### config.mk
export PLATFORM = sky130hd
export DESIGN_NAME = bbs_mac
export DESIGN_NICKNAME = d
export VERILOG_FILES = /design/src/rtl/bbs_pkg.sv /design/src/rtl/bbs_mac.sv
export SDC_FILE = /design/constraint.sdc
export NUM_CORES = 2
export LEC_CHECK = 0
export BUFFER_PORTS_ARGS = -buffer_cell sky130_fd_sc_hd__buf_2
export CAP_MARGIN = 0
export CELL_PAD_IN_SITES_DETAIL_PLACEMENT = 0
export CELL_PAD_IN_SITES_GLOBAL_PLACEMENT = 1
export CORE_ASPECT_RATIO = 0.75
export CORE_MARGIN = 1
export CORE_UTILIZATION = 52
export DETAILED_ROUTE_END_ITERATION = 10
export GPL_TIMING_DRIVEN = 0
export HOLD_SLACK_MARGIN = 0.12
export PLACE_DENSITY_LB_ADDON = 0.1
export SYNTH_ARGS = -nofsm -noshare
export SYNTH_HDL_FRONTEND = slang
export SYNTH_SLANG_ARGS = --single-unit
### constraint.sdc
create_clock -name clk -period 27.4 [get_ports clk]
set_input_delay 0 -clock clk [delete_from_list [all_inputs] [get_ports clk]]
set_output_delay 0 -clock clk [all_outputs]
set_load 0.05 [all_outputs]
### src/rtl/bbs_pkg.sv
`default_nettype none

package bbs_pkg;

  localparam int ID_W = 16;
  localparam int TS_W = 64;
  localparam int DIR_W = 2;
  localparam int WL_W = 9;
  localparam int BW_W = 12;
  localparam int CFG_DW = 12;
  localparam int CFG_IW = 8;

  localparam int DIG = 8;
  localparam int RHS_SHIFT = 16;

  localparam logic [CFG_IW-1:0] REG_WINDOW_LENGTH = CFG_IW'(0);
  localparam logic [CFG_IW-1:0] REG_BAND_WIDTH = CFG_IW'(1);

  localparam logic [WL_W-1:0] WINDOW_RESET = WL_W'(20);
  localparam logic [BW_W-1:0] BAND_RESET = BW_W'(512);
  localparam logic [WL_W-1:0] WINDOW_MIN = WL_W'(2);

  localparam logic [DIR_W-1:0] DIR_BUY = DIR_W'(0);
  localparam logic [DIR_W-1:0] DIR_SELL = DIR_W'(1);
  localparam logic [DIR_W-1:0] DIR_EXIT = DIR_W'(2);

  typedef enum logic [3:0] {
    ST_IDLE,
    ST_LOAD,
    ST_OLD,
    ST_NEW,
    ST_NP,
    ST_A2,
    ST_KK,
    ST_KKN,
    ST_NQ,
    ST_D,
    ST_LHS,
    ST_CMP,
    ST_EMIT
  } state_t;

  typedef struct packed {
    logic start;
    logic sub;
  } mac_ctrl_t;

  typedef struct packed {
    logic active;
    logic done;
  } mac_stat_t;

endpackage

`default_nettype wire

### src/rtl/bbs_mac.sv
`default_nettype none

module bbs_mac #(
  parameter int ACC_W = 99,
  parameter int MUL_W = 33
) (
  input  wire logic                clk,
  input  wire logic                rst,
  input  wire bbs_pkg::mac_ctrl_t  ctrl,
  input  wire logic [ACC_W-1:0]    init,
  input  wire logic [ACC_W-1:0]    mcand_in,
  input  wire logic [MUL_W-1:0]    mplier_in,
  output bbs_pkg::mac_stat_t       stat,
  output logic      [ACC_W-1:0]    result
);

  import bbs_pkg::*;

  logic [ACC_W-1:0] acc;
  logic [ACC_W-1:0] mcand;
  logic [MUL_W-1:0] mplier;
  logic             active;
  logic             sub;
  logic [ACC_W+DIG-1:0] prod;

  assign prod = {{DIG{1'b0}}, mcand} * (ACC_W+DIG)'(mplier[DIG-1:0]);

  always_ff @(posedge clk) begin
    if (rst) begin
      active <= 1'b0;
    end else if (ctrl.start) begin
      active <= 1'b1;
    end else if (active && mplier == '0) begin
      active <= 1'b0;
    end
  end

  always_ff @(posedge clk) begin
    if (ctrl.start) begin
      acc    <= init;
      mcand  <= mcand_in;
      mplier <= mplier_in;
      sub    <= ctrl.sub;
    end else if (active && mplier != '0) begin
      acc    <= sub ? acc - prod[ACC_W-1:0] : acc + prod[ACC_W-1:0];
      mcand  <= mcand << DIG;
      mplier <= mplier >> DIG;
    end
  end

  assign stat.active = active;
  assign stat.done   = active && (mplier == '0);
  assign result      = acc;

endmodule

`default_nettype wire

======== Yosys cells after proc, flatten, opt, wreduce, memory -nomap -nowiden ========
Cells that the tools add are included.
operators by class
  add/subtract/negate cells ............... 2
  multiply operators ...................... 1
  muxes and demuxes ....................... 9
  reduce and logical (&&, ||, !) cells .... 6
operators by type and width
  cell                 count
  $mux W99             5
  $add A99 B99 Y99     1
  $mul A99 B8 Y99      1
  $sub A99 B99 Y99     1
  $mux W33             2
  $logic_not A33 Y1    1
  $reduce_bool A33 Y1  1
  $reduce_bool A2 Y1   2
  $logic_and A1 B1 Y1  2
  $mux W1              2
storage, ports and cells
  flip-flop bits (word level) ............. 233
  bits of input ports ..................... 235
  output and inout port bits .............. 101
  logic and storage cells ................. 23

======== Logic depth before layout (Yosys ltp) ========
  depth after elaboration ................. 5
  depth in mapped cells ................... 42
  gate-level depth less buffers ........... 39

======== Least setup slack after synthesis ========
OpenSTA, ideal clock, no wires.
  path kind ............................... flip-flop to flip-flop
  start ................................... register mplier[0]
  end ..................................... register mcand[0] (enable)
  library setup time ...................... 1.144 ns
  arrival time ............................ 16.907 ns
  required time ........................... 26.256 ns
  slack ................................... 9.349 ns
  stages on the path, launching flop included .. 6
  path buffers ............................ 1
  period minus slack after synthesis ...... 18.051 ns
  cell sequence ........................... edfxtp_1 > clkbuf_1 > nor4_1 > nand4_1 > nor3_1 > o21ai_0
between the ends
  cells in the longest elaborated chain, start to end .. 3
ends and longest elaborated chain
  element                              RTL line       RTL
  from (decl)                          bbs_mac.sv:21  logic [MUL_W-1:0] mplier;
  from (signal assigned)               bbs_mac.sv:42  mplier <= mplier_in;
  from (signal assigned)               bbs_mac.sv:47  mplier <= mplier >> DIG;
  $reduce_bool A33 Y1                  bbs_mac.sv:44  end else if (active && mplier != '0) begin
  $logic_and A1 B1 Y1                  bbs_mac.sv:44
  $reduce_bool A2 Y1 (no source line)  n/a
  to (signal assigned)                 bbs_mac.sv:41  mcand <= mcand_in;
  to (signal assigned)                 bbs_mac.sv:46  mcand <= mcand << DIG;
  to (decl)                            bbs_mac.sv:20  logic [ACC_W-1:0] mcand;
Every way passes these cells.
A chain may end at the register's enable or synchronous reset.

======== Worst setup path in the final report ========
  start ................................... register mplier[0]
  end ..................................... register acc[96], in the netlist result[96] (data pin)
between the ends
  cells in the longest elaborated chain, start to end .. 5
  elaborated cells between the ends (all ways) .. 6
  those cells by class .................... add/sub: 2; mul: 1; mux: 3
ends and longest elaborated chain
  element                                               RTL line       RTL
  $mul A99 B8 Y99 *                                     bbs_mac.sv:26  assign prod = {{DIG{1'b0}}, mcand} * (ACC_W+DIG)'(mplier[DIG-1:0]);
  $add A99 B99 Y99 or $sub A99 B99 Y99 (tied branches)  bbs_mac.sv:45  acc <= sub ? acc - prod[ACC_W-1:0] : acc + prod[ACC_W-1:0];
  $mux W99 *                                            bbs_mac.sv:45
  $mux W99 *                                            bbs_mac.sv:44
  $mux W99 *                                            bbs_mac.sv:39  if (ctrl.start) begin
  to (signal assigned)                                  bbs_mac.sv:40  acc <= init;
  to (signal assigned)                                  bbs_mac.sv:45
  to (decl)                                             bbs_mac.sv:19  logic [ACC_W-1:0] acc;
Every way passes the cells marked *; elsewhere a longest branch is shown, timed or not. The select of a mux whose other input is x is not followed.

==> flow_metrics.env <==
export IMPL_netlist_area_sq_um=42200
export IMPL_rrSetupSlack_ns=13.26
export IMPL_hp_class="in -> reg"
export IMPL_timing_setup_tns_ns=0
export IMPL_cp_slowest_cell="clkbuf_1"
export IMPL_postLayoutSetupSlackWorst_ns=13.26
export IMPL_grt_use_total=0.376
export IMPL_ys_warn_count=0
export IMPL_area_growth_synth_to_final_pct=15.7
export IMPL_dp_hpwl_um=122000
export IMPL_max_slew_worst_pin_slew_ns=1.48
export IMPL_setup_violations=0
export IMPL_die_h_um=249
export IMPL_clk_path_buf_depth=3
export IMPL_pre_cts_slack_ns=13.67
export IMPL_rsz0062_at_grt="no"
export IMPL_synth_top_family_by_area="adder cells"
export IMPL_grt_pass1_vias=37400
export IMPL_finalHoldViolCount=0
export IMPL_synth_simple_area_share=0.212
export IMPL_ys_flop_type="edfxtp_1"
export IMPL_vias=38000
export IMPL_min_from="mplier_in[31]"
export IMPL_synthAdderAreaFrac=0.326
export IMPL_overflow=0
export IMPL_clock_fmax_mhz=70.7
export IMPL_grt_max_degree=33
export IMPL_cts_tree="built"
export IMPL_yosys_top_cells_area="fa_1, edfxtp_1, and2_1"
export IMPL_holdPathEnd="mplier[31]"
export IMPL_synth_top_area_frac=0.265
export IMPL_dieArea_sq_um=82300
export IMPL_gp_routability_congestion=0.957
export IMPL_ys_seq_area_frac=0.166
export IMPL_route_final_wire_length_um=153000
export IMPL_min_path_cells=3
export IMPL_reg2reg_depth=40
export IMPL_endpoint_kind="flop"
export IMPL_clk_pin_slew_worst_paths_ns=0.07
export IMPL_cpPeakStageDelay_ns=1.01
export IMPL_synth_xor_xnor_area_share=0.0550
export IMPL_synthArstFlopShare=0
export IMPL_root_buffer="clkbuf_16"
export IMPL_synth_avg_cell_area_sq_um=8.88
export IMPL_slew_headroom=0.0149
export IMPL_synthDistinctLibCells=97
export IMPL_muxShareOfSynthArea=0.0360
export IMPL_arrival_ns=14.50
export IMPL_synthCells=4747
export IMPL_finClkSkew_ns=0.0259
export IMPL_cts_buffers=28
export IMPL_synth_nets=5747
export IMPL_final_nets=6378
export IMPL_ctsResizeCount=0
export IMPL_cts_htree_levels=1
export IMPL_clock_sinks=233
export IMPL_firstDrtPassIters=6
export IMPL_synth_compound_area_frac=0.144
export IMPL_clk_latency_ns=0.62
export IMPL_rows=90
export IMPL_period_share=0.516
export IMPL_die_x_um=331
export IMPL_drc=0
export IMPL_startpoint_type="flop"
export IMPL_core_area_sq_um=80400
export IMPL_finalMaxSlewViolations=0
export IMPL_postRouteAntennaNets=0
export IMPL_io_pins=336
export IMPL_drive_above_1_share=0.109
export IMPL_synth_edff_count=232
export IMPL_crit_path_max_fanout=10
export IMPL_status="finished clean"
export IMPL_critical_path_class="reg -> reg"
export IMPL_synth_area_leader_cell="fa_1"
export IMPL_drt_iter0_drc=4054
export IMPL_ys_seq_elements=233
export IMPL_rr_endpoint="result[96]"
export IMPL_antenna_found_initial=3
export IMPL_crit_required_ns=27.76
export IMPL_yosysMostFrequentCell="and2_1"
export IMPL_grt_pass1_wl_um=233000
export IMPL_portBuffers=335
export IMPL_fin_util=0.607
export IMPL_detail_route_wl_per_cell_um=23.7
export IMPL_start_util=0.525
export IMPL_via_per_inst=5.89
export IMPL_synth_cells_most_frequent="and2_1, nand2_1, fa_1"
export IMPL_r2r_start="mplier[0]"
export IMPL_min_period_ns=14.14
export IMPL_whs_ns=0.203
export IMPL_cap_violations=0
per-stage QoR:
step	area, sq um	instances
CTS	48800	6455
detailed placement	45400	6149
floorplan	42200	4747
global placement	45200	6140
finish	48800	6457
global route	48800	6456
layout by cell type (no fill, tap or decap), drive strengths merged, types with 12 or more instances in the layout:
master	count
nor2	199
o211ai	24
inv	421
o21a	29
o21bai	39
xnor2	167
nand4	75
a21o	107
and4	16
fa	559
nand3	49
ha	206
a211o	12
and3	34
o31ai	15
a31oi	47
a31o	14
buf	385
dlygate4sd3	257
and2	568
clkbuf	246
nor4	32
nand2b	18
o21ai	247
xor2	98
a21oi	295
a21boi	12
or3	23
nor3	54
nor2b	28
nand2	560
a211oi	24
mux2	126
edfxtp	232
a221oi	13
kinds of logic after synthesis:
logic type               after synthesis
AO/OA/AOI/OAI                        964
XOR/XNOR                             265
adder cells (fa/ha/maj)              765
buffers and inverters                673
flip-flops                           233
multiplexers                         136
AND/OR/NAND/NOR                     1711
layout make-up:
cell class | instances | area [sq um]
multi-input combinational | 3841 | 32600
clock inverter | 14 | 100
inverter | 421 | 1580
buffer | 252 | 983
clock buffer | 35 | 748
tap | 1058 | 1320
timing repair buffer | 601 | 4450
sequential | 233 | 6990
antenna | 2 | 5.00
fill | 7095 | 31600
what timing repair did:
item | CTS | global route
setup buffers | 0 | 0
hold endpoints to repair | 234 | 0
hold buffers | 257 | 0
worst max path at each step:
stage                     startpoint    endpoint  depth (start not counted)  slack, ns
after global routing       mplier[0]  result[96]                         40      12.57
after CTS                  mplier[0]  result[96]                         40      13.54
after floorplan            mplier[0]    mcand[0]                          5       9.35
after global placement     mplier[0]  result[76]                          5       0.59
after detailed placement   mplier[0]  result[96]                         38      13.67
final                      mplier[0]  result[96]                         40      13.26
layer usage:
| metal | GRT usage | part of all wire | up-vias |
|---|---|---|---|
| met4 | 0.0752 | 0.024 | 2 |
| met5 | 0 | 0.000059 | - |
| met1 | 0.587 | 0.46 | 18600 |
| met2 | 0.497 | 0.39 | 1946 |
| met3 | 0.125 | 0.13 | 156 |
| li1 | - | - | 17300 |
critical path, delay by kind of cell, from the launching register on:
family / cells / cell delay, ns
adder cells (fa/ha/maj): 5 / 2.23
XOR/XNOR: 3 / 0.57
AND/OR/NAND/NOR: 10 / 3.03
multiplexers: 1 / 0.26
buffers and inverters: 8 / 3.15
AO/OA/AOI/OAI: 13 / 4.30
flip-flops: 1 / 0.32
sequential cells by signal, summed over array words and instances, names as in the netlist:
register  count
mcand        99
result       99
mplier       33
active        1
sub           1
Power is not shown: default switching activity piles up to over one toggle a cycle in this logic, so the estimate is an artifact.
